$ cat config.mk
export PLATFORM = sky130hd
export DESIGN_NAME = fixed_block_free_list_allocator_top
export DESIGN_NICKNAME = d
export VERILOG_FILES = /design/src/sv/fbfl_pkg.sv /design/src/sv/fbfl_div.sv /design/src/sv/fixed_block_free_list_allocator_top.sv
export SDC_FILE = /design/constraint.sdc
export NUM_CORES = 2
export LEC_CHECK = 0
export BUFFER_PORTS_ARGS = -buffer_cell sky130_fd_sc_hd__buf_4
export CAP_MARGIN = 30
export CORE_MARGIN = 2
export CORE_UTILIZATION = 40
export CTS_BUF_LIST = sky130_fd_sc_hd__clkbuf_4
export DETAILED_ROUTE_END_ITERATION = 8
export SLEW_MARGIN = 20
export SYNTH_ARGS = -nofsm -noshare
export SYNTH_HDL_FRONTEND = slang
export SYNTH_SLANG_ARGS = --single-unit
$ cat constraint.sdc
create_clock -name clk -period 13.65 [get_ports clk]
set_clock_uncertainty 0.05 [all_clocks]
set_input_delay 0.6825 -clock clk [delete_from_list [all_inputs] [get_ports clk]]
set_output_delay 0.6825 -clock clk [all_outputs]
set_load 0.02 [all_outputs]
$ cat src/sv/fbfl_pkg.sv
// Shared constants, codes and types of the fixed-block free-list allocator.
package fbfl_pkg;

	localparam int unsigned LINK_DEPTH = 255;

	// request codes
	localparam logic [1:0] REQ_INIT    = 2'd0;
	localparam logic [1:0] REQ_ACQUIRE = 2'd1;
	localparam logic [1:0] REQ_RELEASE = 2'd2;
	localparam logic [1:0] REQ_QUERY   = 2'd3;

	// status codes
	localparam logic [2:0] STAT_OK         = 3'd0;
	localparam logic [2:0] STAT_NO_FREE    = 3'd1;
	localparam logic [2:0] STAT_RANGE      = 3'd2;
	localparam logic [2:0] STAT_MISALIGNED = 3'd3;
	localparam logic [2:0] STAT_NONE_ALLOC = 3'd4;

	// ownership codes
	localparam logic [1:0] OWN_INSIDE = 2'd0;
	localparam logic [1:0] OWN_BELOW  = 2'd1;
	localparam logic [1:0] OWN_BEYOND = 2'd2;

	// register indexes
	localparam logic [1:0] CFG_BASE_ADDRESS = 2'd0;
	localparam logic [1:0] CFG_BLOCK_SIZE   = 2'd1;
	localparam logic [1:0] CFG_CHUNK_SIZE   = 2'd2;

	// divider status back to the sequencer
	typedef struct packed {
		logic       busy;
		logic       done;
		logic [7:0] quot;      // low quotient bits
		logic       quot_ovf;  // quotient above 255
		logic       rem_zero;
	} div_res_t;

endpackage

$ cat src/sv/fbfl_div.sv
// Radix-2 restoring divider, 32-bit dividend by 16-bit divisor, one bit per cycle.
module fbfl_div import fbfl_pkg::*; (
	input  logic        clk,
	input  logic        arst_n,
	input  logic        start,
	input  logic [31:0] dividend,
	input  logic [15:0] divisor,
	output div_res_t    res
);

	logic [31:0] dvd_q;
	logic [15:0] dsr_q;
	logic [15:0] rem_q;
	logic [7:0]  quot_q;
	logic        ovf_q;
	logic [4:0]  cnt_q;
	logic        busy_q;
	logic        done_q;

	logic [16:0] trial;
	logic [16:0] diff;
	logic        fits;

	assign trial = {rem_q, dvd_q[31]};
	assign fits  = trial >= {1'b0, dsr_q};
	assign diff  = trial - {1'b0, dsr_q};

	always_ff @(posedge clk or negedge arst_n) begin
		if (!arst_n) begin
			busy_q <= 1'b0;
			done_q <= 1'b0;
			cnt_q  <= '0;
		end else begin
			done_q <= 1'b0;
			if (start) begin
				busy_q <= 1'b1;
				cnt_q  <= '0;
			end else if (busy_q) begin
				cnt_q <= cnt_q + 5'd1;
				if (cnt_q == 5'd31) begin
					busy_q <= 1'b0;
					done_q <= 1'b1;
				end
			end
		end
	end

	always_ff @(posedge clk) begin
		if (start) begin
			dvd_q  <= dividend;
			dsr_q  <= divisor;
			rem_q  <= '0;
			quot_q <= '0;
			ovf_q  <= 1'b0;
		end else if (busy_q) begin
			dvd_q  <= {dvd_q[30:0], 1'b0};
			// partial remainder always stays below the divisor
			rem_q  <= fits ? diff[15:0] : trial[15:0];
			quot_q <= {quot_q[6:0], fits};
			ovf_q  <= ovf_q | quot_q[7];
		end
	end

	assign res.busy     = busy_q;
	assign res.done     = done_q;
	assign res.quot     = quot_q;
	assign res.quot_ovf = ovf_q;
	assign res.rem_zero = (rem_q == 16'd0);

endmodule

$ cat src/sv/fixed_block_free_list_allocator_top.sv
// Top level of the fixed-block free-list allocator: sequencer, link memory, output register.
//
//  channel | direction | handshake          | payload
//  --------+-----------+--------------------+----------------------------------------------
//  cfg     | in        | cfg_we (no wait)   | cfg_index, cfg_data
//  request | in        | in_valid/in_ready  | req_type, address
//  result  | out       | out_valid/out_ready| block_address, block_index, status, owner,
//          |           |                    | allocated_count, all_free
//
// The 32-step shared divider serves release and init; init then writes one link per cycle
// through the single write port of the link memory. One request is in work at a time;
// in_ready is high whenever the sequencer is idle, also while a finished result still
// waits in the output register.
// Reset clears the sequencer, free list pointers, base, chunk size and out_valid and sets the
// block size to one; the link memory is not cleared and only holds meaning after an init.
module fixed_block_free_list_allocator_top import fbfl_pkg::*; (
	input  logic        clk,
	input  logic        arst_n,
	// configuration
	input  logic        cfg_we,
	input  logic [1:0]  cfg_index,
	input  logic [31:0] cfg_data,
	// request channel
	input  logic        in_valid,
	output logic        in_ready,
	input  logic [1:0]  req_type,
	input  logic [31:0] address,
	// result channel
	output logic        out_valid,
	input  logic        out_ready,
	output logic [31:0] block_address,
	output logic [7:0]  block_index,
	output logic [2:0]  status,
	output logic [1:0]  owner,
	output logic [7:0]  allocated_count,
	output logic        all_free
);

	// sequencer states
	localparam logic [2:0] S_IDLE  = 3'd0;
	localparam logic [2:0] S_CLASS = 3'd1;  // range compare for release / query
	localparam logic [2:0] S_DIV   = 3'd2;  // wait on shared divider
	localparam logic [2:0] S_MUL   = 3'd3;  // chunk end from block count
	localparam logic [2:0] S_LINK  = 3'd4;  // init sweep of link memory
	localparam logic [2:0] S_ARD   = 3'd5;  // link read for acquire
	localparam logic [2:0] S_AUPD  = 3'd6;  // pop head, form address
	localparam logic [2:0] S_OUT   = 3'd7;  // hand result to output register

	localparam logic [7:0] LAST_IDX = 8'(LINK_DEPTH);

	logic [2:0]  state_q;

	// configuration registers
	logic [31:0] base_q;
	logic [15:0] bsize_q;
	logic [31:0] csize_q;

	// allocator state
	logic [7:0]  head_q;
	logic [7:0]  fc_q;     // free count
	logic [7:0]  bc_q;     // block count
	logic [31:0] end_q;
	logic [7:0]  cnt_q;    // link sweep index

	// request and result holding
	logic [1:0]  req_q;
	logic [31:0] addr_q;
	logic [31:0] res_addr_q;
	logic [7:0]  res_idx_q;
	logic [2:0]  res_status_q;
	logic [1:0]  res_owner_q;

	// output register
	logic        out_valid_q;
	logic [31:0] block_address_q;
	logic [7:0]  block_index_q;
	logic [2:0]  status_q;
	logic [1:0]  owner_q;
	logic [7:0]  alloc_q;
	logic        all_free_q;

	// link memory
	logic [7:0]  link_mem [0:LINK_DEPTH-1];
	logic [7:0]  link_rd_q;
	logic        lnk_we;
	logic [7:0]  lnk_wa;
	logic [7:0]  lnk_wd;

	logic        in_xfer;
	logic        out_free;
	logic [15:0] eff_bs;
	logic [7:0]  mul_a;
	logic [23:0] prod;
	logic [32:0] end_sum;
	logic [1:0]  own_c;
	logic        div_start;
	logic [31:0] div_dvd;
	div_res_t    div_res;
	logic        rel_ok;

	assign in_ready = (state_q == S_IDLE);
	assign in_xfer  = in_valid && in_ready;
	assign out_free = !out_valid_q || out_ready;

	// a zero block size behaves as one byte
	assign eff_bs = (bsize_q == 16'd0) ? 16'd1 : bsize_q;

	// one 8x16 multiplier: block count at init, head index at acquire
	assign mul_a   = (state_q == S_MUL) ? bc_q : head_q;
	assign prod    = mul_a * eff_bs;
	assign end_sum = {1'b0, base_q} + {9'd0, prod};

	always_comb begin
		if (addr_q < base_q) begin
			own_c = OWN_BELOW;
		end else if (addr_q >= end_q) begin
			own_c = OWN_BEYOND;
		end else begin
			own_c = OWN_INSIDE;
		end
	end

	// divider: chunk size at init, offset into chunk at release
	assign div_start = (in_xfer && req_type == REQ_INIT) ||
		(state_q == S_CLASS && req_q == REQ_RELEASE && own_c == OWN_INSIDE);
	assign div_dvd   = (state_q == S_IDLE) ? csize_q : (addr_q - base_q);

	fbfl_div u_div (
		.clk      (clk),
		.arst_n   (arst_n),
		.start    (div_start),
		.dividend (div_dvd),
		.divisor  (eff_bs),
		.res      (div_res)
	);

	// release passes every check: push the index
	assign rel_ok = div_res.rem_zero && !div_res.quot_ovf && (div_res.quot < bc_q) &&
		(fc_q < bc_q);

	always_comb begin
		lnk_we = 1'b0;
		lnk_wa = cnt_q;
		lnk_wd = cnt_q + 8'd1;
		if (state_q == S_LINK) begin
			lnk_we = 1'b1;
		end else if (state_q == S_DIV && div_res.done && req_q == REQ_RELEASE && rel_ok) begin
			lnk_we = 1'b1;
			lnk_wa = div_res.quot;
			lnk_wd = head_q;
		end
	end

	always_ff @(posedge clk) begin
		if (lnk_we) begin
			link_mem[lnk_wa] <= lnk_wd;
		end
		if (head_q != LAST_IDX) begin
			link_rd_q <= link_mem[head_q];
		end
	end

	// sequencer and state with reset
	always_ff @(posedge clk or negedge arst_n) begin
		if (!arst_n) begin
			state_q     <= S_IDLE;
			base_q      <= '0;
			bsize_q     <= 16'd1;
			csize_q     <= '0;
			head_q      <= '0;
			fc_q        <= '0;
			bc_q        <= '0;
			end_q       <= '0;
			cnt_q       <= '0;
			out_valid_q <= 1'b0;
		end else begin
			if (cfg_we) begin
				unique case (cfg_index)
					CFG_BASE_ADDRESS: base_q  <= cfg_data;
					CFG_BLOCK_SIZE:   bsize_q <= cfg_data[15:0];
					CFG_CHUNK_SIZE:   csize_q <= cfg_data;
					default: ;
				endcase
			end

			// hand-off loads the output register, a transfer out empties it
			if (state_q == S_OUT && out_free) begin
				out_valid_q <= 1'b1;
			end else if (out_valid_q && out_ready) begin
				out_valid_q <= 1'b0;
			end

			unique case (state_q)
				S_IDLE: begin
					if (in_xfer) begin
						unique case (req_type)
							REQ_INIT:    state_q <= S_DIV;
							REQ_ACQUIRE: state_q <= (fc_q == 8'd0) ? S_OUT : S_ARD;
							REQ_RELEASE: state_q <= S_CLASS;
							REQ_QUERY:   state_q <= S_CLASS;
							default:     state_q <= S_IDLE;
						endcase
					end
				end
				S_CLASS: begin
					state_q <= div_start ? S_DIV : S_OUT;
				end
				S_DIV: begin
					if (div_res.done) begin
						if (req_q == REQ_INIT) begin
							// block count saturates at the link store depth
							bc_q    <= div_res.quot_ovf ? LAST_IDX : div_res.quot;
							fc_q    <= div_res.quot_ovf ? LAST_IDX : div_res.quot;
							head_q  <= '0;
							state_q <= S_MUL;
						end else begin
							if (rel_ok) begin
								head_q <= div_res.quot;
								fc_q   <= fc_q + 8'd1;
							end
							state_q <= S_OUT;
						end
					end
				end
				S_MUL: begin
					end_q   <= end_sum[32] ? 32'hFFFF_FFFF : end_sum[31:0];
					cnt_q   <= '0;
					state_q <= (bc_q == 8'd0) ? S_OUT : S_LINK;
				end
				S_LINK: begin
					if (cnt_q == bc_q - 8'd1) begin
						state_q <= S_OUT;
					end else begin
						cnt_q <= cnt_q + 8'd1;
					end
				end
				S_ARD: begin
					state_q <= S_AUPD;
				end
				S_AUPD: begin
					// the end-of-list index has no link entry
					head_q  <= (head_q == LAST_IDX) ? 8'd0 : link_rd_q;
					fc_q    <= fc_q - 8'd1;
					state_q <= S_OUT;
				end
				S_OUT: begin
					if (out_free) begin
						state_q <= S_IDLE;
					end
				end
				default: state_q <= S_IDLE;
			endcase
		end
	end

	// request latch, result build-up and output payload
	always_ff @(posedge clk) begin
		if (in_xfer) begin
			req_q        <= req_type;
			addr_q       <= address;
			res_addr_q   <= '0;
			res_idx_q    <= '0;
			res_owner_q  <= OWN_INSIDE;
			res_status_q <= (req_type == REQ_ACQUIRE && fc_q == 8'd0) ? STAT_NO_FREE : STAT_OK;
		end
		if (state_q == S_CLASS) begin
			res_owner_q <= own_c;
			if (req_q == REQ_RELEASE && own_c != OWN_INSIDE) begin
				res_status_q <= STAT_RANGE;
			end
		end
		if (state_q == S_DIV && div_res.done && req_q == REQ_RELEASE) begin
			priority if (!div_res.rem_zero) begin
				res_status_q <= STAT_MISALIGNED;
			end else if (div_res.quot_ovf || div_res.quot >= bc_q) begin
				res_status_q <= STAT_RANGE;
			end else if (fc_q >= bc_q) begin
				res_status_q <= STAT_NONE_ALLOC;
			end else begin
				res_idx_q <= div_res.quot;
			end
		end
		if (state_q == S_AUPD) begin
			res_addr_q <= base_q + {8'd0, prod};
			res_idx_q  <= head_q;
		end
		if (state_q == S_OUT && out_free) begin
			block_address_q <= res_addr_q;
			block_index_q   <= res_idx_q;
			status_q        <= res_status_q;
			owner_q         <= res_owner_q;
			alloc_q         <= (fc_q >= bc_q) ? 8'd0 : (bc_q - fc_q);
			all_free_q      <= (fc_q >= bc_q);
		end
	end

	assign out_valid       = out_valid_q;
	assign block_address   = block_address_q;
	assign block_index     = block_index_q;
	assign status          = status_q;
	assign owner           = owner_q;
	assign allocated_count = alloc_q;
	assign all_free        = all_free_q;

	// free count can never pass the block count
	a_fc_bound: assert property (@(posedge clk) disable iff (!arst_n)
		fc_q <= bc_q)
		else $error("free count above block count");

	// divider completes only while the sequencer waits on it
	a_div_done: assert property (@(posedge clk) disable iff (!arst_n)
		div_res.done |-> state_q == S_DIV)
		else $error("divider done outside wait state");

	// no division left running once idle
	a_idle_div: assert property (@(posedge clk) disable iff (!arst_n)
		state_q == S_IDLE |-> !div_res.busy)
		else $error("divider busy while idle");

	// a new result appears only from the hand-off state
	a_out_src: assert property (@(posedge clk) disable iff (!arst_n)
		$rose(out_valid_q) |-> $past(state_q) == S_OUT)
		else $error("result valid without hand-off");

endmodule
Word-level counts from Yosys, hierarchy flattened
Memories as Yosys holds them, arrays and structs flattened. A register that Yosys moved wholly into a read port is not among the register bits.
Cells that the tools add are included.
Widths: inputs -> output; s select.
{ "totals": {"reg_bits": 361, "mem_bits_rw": 2040, "in_bits": 73, "output_inout_bits": 56, "word_cells": 183, "mem_count": 1} }
{ "classes": {"add_sub_neg": 10, "mul": 1, "n_lt_le_gt_ge": 7, "n_eq_ne": 23, "n_mux": 67, "n_bitwise": 1, "n_reduce_logical": 43} }
{ "mem_list": {"columns": ["memory", "depth", "word_bits", "read_ports", "rd_ports_with_merged_regs", "write_ports", "line_no", "source"], "rows": [
  ["link_mem", 255, 8, 1, 1, 1, "fixed_block_free_list_allocator_top.sv:83", "logic [7:0] link_mem [0:LINK_DEPTH-1];"]
]} }
{ "ops": {"columns": ["operator", "n"], "rows": [
  ["$mux 32", 6],
  ["$mux 8", 20],
  ["$pmux 8 s2", 3],
  ["$mux 3", 13],
  ["$add 32x24->33", 1],
  ["$add 32x24->32", 1],
  ["$ge 32x32->1", 1],
  ["$logic_not 16->1", 2],
  ["$lt 32x32->1", 1],
  ["$mux 16", 2],
  ["$sub 32x32->32", 1],
  ["$mul 8x16->24", 1],
  ["$pmux 3 s8", 1],
  ["$ge 17x16->1", 1],
  ["$add 8x1->8 const B", 2],
  ["$ge 8x8->1", 2],
  ["$logic_not 8->1", 2],
  ["$lt 8x8->1", 2],
  ["$sub 16x16->16", 1],
  ["$sub 8x1->8 const B", 2],
  ["$logic_and 1x1->1", 14],
  ["$reduce_bool 2->1", 7],
  ["$mux 1", 13],
  ["$eq 3x3->1 const B", 4],
  ["other kinds (25)", 49]
]} }

Logic depth before layout (Yosys ltp)
{ "logic_depth": {"ltp_word": 11, "ltp_mapped": 36, "mapped_depth_nobuf": 31} }

By module
From an unflattened synthesis, not the netlist that was laid out.
{ "hier_totals": {"hier_cells": 6353, "area_unflattened_um2": 104117.4} }
{ "by_module_without_submodules": {"columns": ["mod", "instances", "cells_per_inst", "area_per_inst_um2", "seq_area_each_um2"], "rows": [
  ["fixed_block_free_list_allocator_top", 1, 5967, 99783.2, 69087.5],
  ["fbfl_div", 1, 386, 4334.2, 2117.0]
]} }

Worst setup path after synthesis
Ideal clock, no wire load.
{ "synth_path": {"path_type": "reg2reg", "from": "register fc_q[2]", "to": "memory link_mem[0][3] (data pin)", "setup_time_ns": 2.179, "arrival_ns": 12.257, "required_ns": 11.421, "path_slack_ns": -0.836, "path_stages_with_launch": 13, "path_buffers": 3, "period_less_slack_ns": 14.486, "cell_sequence": "dfrtp_1 > clkbuf_1 > inv_1 > ha_1 > nor2b_1 > o21ai_1 > a21boi_0 > o21a_1 > o21ai_1 > a2111oi_2 > buf_2 > clkbuf_1 > o21ai_0"} }
{ "synth_via": {"elab_chain_cells": 5} }
{ "synth_lines": {"columns": ["item", "line_no", "source"], "rows": [
  ["start, declared", "fixed_block_free_list_allocator_top.sv:60", "logic [7:0] fc_q;"],
  ["start signal, assigned", "fixed_block_free_list_allocator_top.sv:213", "fc_q <= div_res.quot_ovf ? LAST_IDX : div_res.quot;"],
  ["start signal, assigned", "fixed_block_free_list_allocator_top.sv:219", "fc_q <= fc_q + 8'd1;"],
  ["start signal, assigned", "fixed_block_free_list_allocator_top.sv:243", "fc_q <= fc_q - 8'd1;"],
  ["$lt 8x8->1", "fixed_block_free_list_allocator_top.sv:139", "(fc_q < bc_q);"],
  ["$logic_and 1x1->1", "fixed_block_free_list_allocator_top.sv:138", "assign rel_ok = div_res.rem_zero && !div_res.quot_ovf && (div_res.quot < bc_q) &&"],
  ["$logic_and 1x1->1", "fixed_block_free_list_allocator_top.sv:147", "end else if (state_q == S_DIV && div_res.done && req_q == REQ_RELEASE && rel_ok) begin"],
  ["$mux 8", "fixed_block_free_list_allocator_top.sv:147", null],
  ["$mux 8", "fixed_block_free_list_allocator_top.sv:145", "if (state_q == S_LINK) begin"],
  ["named net lnk_wd[3]", "fixed_block_free_list_allocator_top.sv:87", "logic [7:0] lnk_wd;"],
  ["end, declared", "fixed_block_free_list_allocator_top.sv:83", null]
]} }
The timed path passes the listed nets, and every way through them passes these cells.

Worst setup path in the final report
{ "layout_path": {"from": "register state_q[2]", "to": "register end_q[31]"} }
{ "layout_via": {"elab_chain_cells": 5} }
{ "layout_lines": {"columns": ["item", "line_no", "source"], "rows": [
  ["start, declared", "fixed_block_free_list_allocator_top.sv:51", "logic [2:0] state_q;"],
  ["start signal, assigned", "fixed_block_free_list_allocator_top.sv:198", "REQ_ACQUIRE: state_q <= (fc_q == 8'd0) ? S_OUT : S_ARD;"],
  ["start signal, assigned", "fixed_block_free_list_allocator_top.sv:206", "state_q <= div_start ? S_DIV : S_OUT;"],
  ["start signal, assigned", "fixed_block_free_list_allocator_top.sv:228", "state_q <= (bc_q == 8'd0) ? S_OUT : S_LINK;"],
  ["$eq 3x2->1 *", "fixed_block_free_list_allocator_top.sv:109, fixed_block_free_list_allocator_top.sv:193", null],
  ["$mux 8", "fixed_block_free_list_allocator_top.sv:109", "assign mul_a = (state_q == S_MUL) ? bc_q : head_q;"],
  ["$mul 8x16->24", "fixed_block_free_list_allocator_top.sv:110", "assign prod = mul_a * eff_bs;"],
  ["$add 32x24->33", "fixed_block_free_list_allocator_top.sv:111", "assign end_sum = {1'b0, base_q} + {9'd0, prod};"],
  ["$mux 32", "fixed_block_free_list_allocator_top.sv:226", "end_q <= end_sum[32] ? 32'hFFFF_FFFF : end_sum[31:0];"],
  ["end signal, assigned", "fixed_block_free_list_allocator_top.sv:226", null],
  ["end, declared", "fixed_block_free_list_allocator_top.sv:62", "logic [31:0] end_q;"]
]} }
Mark *: on every way between the ends. The rest lies on a longest branch, timed or not.
A chain may end at the register's enable or synchronous reset.

==> metrics.txt <==
# TYPE chip_impl_metric gauge
chip_impl_metric{name="number_of_gates_given_a_new_drive_strength_after_cts",unit=""} 0
chip_impl_info{name="holdPathEnd",value="state_q[2]"} 1
chip_impl_metric{name="post-route-util",unit="%"} 45.9
chip_impl_metric{name="detailed_place_hpwl",unit="um"} 164000
chip_impl_metric{name="worstPathRequired",unit="ns"} 14.99
chip_impl_metric{name="irDropWorstVdd",unit="mV"} 0.513
chip_impl_metric{name="first_pass_grt_wire_length",unit="um"} 397000
chip_impl_info{name="status",value="completed"} 1
chip_impl_info{name="crit_path_start_kind",value="flip-flop"} 1
chip_impl_info{name="layout.cells.most_common",value="sky130_fd_sc_hd__edfxtp_1"} 1
chip_impl_metric{name="slew_viol_final",unit=""} 0
chip_impl_metric{name="die_height",unit="um"} 512
chip_impl_metric{name="route.detailed.vias_per_inst",unit=""} 5.54
chip_impl_metric{name="num-nets-final",unit=""} 6825
chip_impl_metric{name="path_clk_slew",unit="ns"} 0.07
chip_impl_metric{name="wl_per_cell",unit="um"} 26.0
chip_impl_info{name="timing.rr.start",value="state_q[2]"} 1
chip_impl_metric{name="hold-worst-slack",unit="ns"} 0.202
chip_impl_metric{name="overall_track_demand_over_capacity_in_global_routing",unit="%"} 20.3
chip_impl_metric{name="nFillCells",unit=""} 22000
chip_impl_metric{name="syn-mean-instance-area",unit="um^2"} 17.9
chip_impl_metric{name="post_cts.repair.setup_buffers",unit=""} 0
chip_impl_metric{name="cp_slowest_stage_delay",unit="ns"} 0.65
chip_impl_metric{name="post-route-drc-count",unit=""} 0
chip_impl_metric{name="vias",unit=""} 57400
chip_impl_metric{name="timing.final.setup_violations",unit=""} 0
chip_impl_metric{name="antenna_found_initial",unit=""} 17
chip_impl_metric{name="cts_hold_buf",unit=""} 158
chip_impl_metric{name="total_power",unit="mW"} 28.2
chip_impl_metric{name="die_area",unit="um^2"} 262000
chip_impl_metric{name="antenna_violating_nets_post_route",unit=""} 0
chip_impl_metric{name="number_of_global_route_vias_before_repair",unit=""} 59000
chip_impl_metric{name="clock_insertion_delay_worst_skew",unit="ns"} 1.52
chip_impl_metric{name="static-leakage-power",unit="nW"} 41.5
chip_impl_metric{name="timing.critical_path.fanout_max",unit=""} 24
chip_impl_metric{name="pwr_density_cell",unit="nW/um^2"} 239
chip_impl_info{name="grt_setup_unrepaired",value="no"} 1
chip_impl_metric{name="fp-row-count",unit=""} 186
chip_impl_info{name="crit_slowest_cell",value="sky130_fd_sc_hd__and3_1"} 1
chip_impl_info{name="critical_path.endpoint_type",value="flip-flop"} 1
chip_impl_info{name="yosys.area.top_type",value="sky130_fd_sc_hd__edfxtp_1"} 1
chip_impl_metric{name="drtPass1Iterations",unit=""} 6
chip_impl_metric{name="timing.reg2reg.worst_path_depth",unit=""} 29
chip_impl_metric{name="grt_overflow",unit=""} 0
chip_impl_metric{name="grt_start_max_net_pins",unit=""} 228
chip_impl_metric{name="placement.io_buffers",unit=""} 128
chip_impl_info{name="worstHoldPathType",value="primary input to flip-flop"} 1
chip_impl_metric{name="synth_enable_flop_cells",unit=""} 2218
chip_impl_metric{name="cp_data_arrival_time",unit="ns"} 10.65
chip_impl_metric{name="synthCells",unit=""} 5774
chip_impl_metric{name="synth.top_cell.area_share",unit="%"} 64.6
chip_impl_info{name="dominantRegCellSynth",value="sky130_fd_sc_hd__edfxtp_1"} 1
chip_impl_metric{name="postSynthNetCount",unit=""} 6106
chip_impl_metric{name="ffs_w_async_s_r_synth",unit="%"} 6.43
chip_impl_metric{name="totalWireLength",unit="um"} 269000
chip_impl_metric{name="tightest_slew",unit="ns"} 1.28
chip_impl_metric{name="final-hold-violation-count",unit=""} 0
chip_impl_info{name="clock_tree_from_tritoncts",value="done"} 1
chip_impl_info{name="synth.top_cells.by_area",value="sky130_fd_sc_hd__edfxtp_1 (65%), sky130_fd_sc_hd__mux4_2 (14%), sky130_fd_sc_hd__dfrtp_1 (3.7%)"} 1
chip_impl_metric{name="stdcell_count",unit=""} 10300
chip_impl_metric{name="yosysUniqueCellTypes",unit=""} 83
chip_impl_metric{name="period_share",unit="%"} 68.2
chip_impl_metric{name="worst_slew_margin_rel",unit="%"} 14.7
chip_impl_metric{name="num_io_pins",unit=""} 129
chip_impl_info{name="cp_common_cell",value="sky130_fd_sc_hd__fa_1"} 1
chip_impl_info{name="worst_r2r_end",value="end_q[31]"} 1
chip_impl_info{name="layout_common_cells",value="sky130_fd_sc_hd__edfxtp_1 (2218), sky130_fd_sc_hd__clkbuf_4 (916), sky130_fd_sc_hd__mux4_2 (630), sky130_fd_sc_hd__nor2_1 (414), sky130_fd_sc_hd__nand2_1 (247)"} 1
chip_impl_metric{name="reg2reg_setup_slack",unit="ns"} 4.34
chip_impl_metric{name="syn2layout_area_growth",unit="%"} 14.3
chip_impl_metric{name="synthesis.area",unit="um^2"} 103000
chip_impl_metric{name="placed_cell_area",unit="um^2"} 108000
chip_impl_metric{name="core_area",unit="um^2"} 257000
chip_impl_metric{name="cts_inserted_buffers",unit=""} 636
chip_impl_metric{name="cts.path.max_buffers",unit=""} 4
chip_impl_metric{name="clock_tree.htree_level_count",unit=""} 6
chip_impl_metric{name="layout_min_cycle_time",unit="ns"} 9.31
chip_impl_metric{name="fmax",unit="MHz"} 107
chip_impl_metric{name="gp_routability_congestion",unit=""} 0.867
chip_impl_metric{name="ys_ff_latch",unit=""} 2409
chip_impl_metric{name="finish.instance_area",unit="um^2"} 118000
chip_impl_metric{name="initial_core_util",unit="%"} 40.2
chip_impl_info{name="timing.hold.worst.start",value="in_valid"} 1
chip_impl_metric{name="yosys_warnings",unit=""} 0
chip_impl_metric{name="cts_sinks",unit=""} 2409
chip_impl_info{name="timing_worst_setup_path_type",value="flip-flop to flip-flop"} 1
chip_impl_metric{name="proportion_of_layout_cells_with_a_drive_suffix_above_1",unit="%"} 28.9
chip_impl_metric{name="seq_area_frac_synth",unit="%"} 69.1
chip_impl_metric{name="dp.cells",unit=""} 9071
chip_impl_info{name="clockRootBuffer",value="sky130_fd_sc_hd__clkbuf_4"} 1
chip_impl_metric{name="drv.max_cap_violation_count",unit=""} 0
chip_impl_metric{name="hold-path-cell-count",unit=""} 5
chip_impl_metric{name="number_of_design_rule_violations_left_by_the_first_detailed_router_iteration",unit=""} 5542
chip_impl_metric{name="chipWidth",unit="um"} 512
synth_stat cells (57+ instances only):
cell,n
sky130_fd_sc_hd__nor3_1,57
sky130_fd_sc_hd__ha_1,171
sky130_fd_sc_hd__and2_1,64
sky130_fd_sc_hd__o21ai_0,155
sky130_fd_sc_hd__edfxtp_1,2218
sky130_fd_sc_hd__mux2_2,80
sky130_fd_sc_hd__mux4_2,630
sky130_fd_sc_hd__xnor2_1,73
sky130_fd_sc_hd__inv_1,219
sky130_fd_sc_hd__fa_1,88
sky130_fd_sc_hd__dfrtp_1,154
sky130_fd_sc_hd__nor2_1,415
sky130_fd_sc_hd__nor2b_1,74
sky130_fd_sc_hd__buf_2,94
sky130_fd_sc_hd__mux2i_1,88
sky130_fd_sc_hd__a21oi_1,141
sky130_fd_sc_hd__nand2_1,262
sky130_fd_sc_hd__clkbuf_1,165
sequential cells by signal, indices dropped and copies added, names as in the netlist, 16 cells and up:
register       flops
addr_q            32
base_q            32
block_address     32
bsize_q           16
csize_q           32
end_q             32
link_mem        2040
res_addr_q        32
u_div.dsr_q       16
u_div.dvd_q       32
u_div.rem_q       16
routing by layer:
| metal | wire length (um) | global-route usage, % | vias up |
|---|---|---|---|
| li1 | - | - | 24700 |
| met1 | 117000 | 29.1 | 29900 |
| met2 | 124000 | 31.1 | 2340 |
| met3 | 21200 | 4.47 | 423 |
| met4 | 6810 | 6.15 | 12 |
| met5 | 73 | 0 | - |
worst max-delay path: cells and delay by family (launching register included):
| family | cells | cell delay, ns |
|---|---|---|
| fa+ha+maj | 6 | 2.56 |
| compound gates | 11 | 3.42 |
| flops | 1 | 0.61 |
| xor+xnor | 1 | 0.15 |
| buf+inv | 4 | 0.59 |
| simple gates | 7 | 1.77 |
cell type report:
cell class	instances	area (um^2)	share of cell area, %
Inverter	220	826	0.700
Sequential cell	2409	71200	60.4
Clock inverter	181	1180	1.00
Multi-Input combinational cell	2827	29800	25.3
Clock buffer	916	6880	5.83
Antenna cell	9	22.5	0.0191
Tap cell	3384	4230	3.59
Timing Repair Buffer	399	3720	3.16
report_power, final:
part / switching (mW) / internal, mW
sequential: 0.430 / 8.84
clock: 3.03 / 3.30
combinational: 7.21 / 5.34
total: 10.7 / 17.5
cell families after synthesis:
logic type	count (synthesis)	synth area share, %
flip-flops	2409	69.1
XOR/XNOR	98	0.832
AND/OR/NAND/NOR	1051	4.66
multiplexers	798	15.5
buffers and inverters	538	2.20
AO/OA/AOI/OAI	621	3.98
adder cells (fa/ha/maj)	259	3.78
per-stage QoR:
step,setup WS (ns),setup TNS (ns)
after global placement,4.43,0
after detailed placement,4.33,0
after CTS,4.36,0
final,4.34,0
after floorplan,-0.836,-853.00
after global routing,3.92,0
worst max path at each step:
| stage | startpoint | to | slack (ns) | cells after the start |
|---|---|---|---|---|
| finish | state_q[2] | end_q[31] | 4.34 | 29 |
| global route | state_q[2] | end_q[31] | 3.92 | 30 |
| CTS | state_q[2] | end_q[31] | 4.36 | 29 |
| detailed placement | state_q[2] | end_q[31] | 4.33 | 29 |
| global placement | state_q[2] | end_q[31] | 4.43 | 29 |
| floorplan | fc_q[2] | link_mem[0][3] | -0.84 | 12 |
Note: power is estimated with default switching activity, not from simulation.
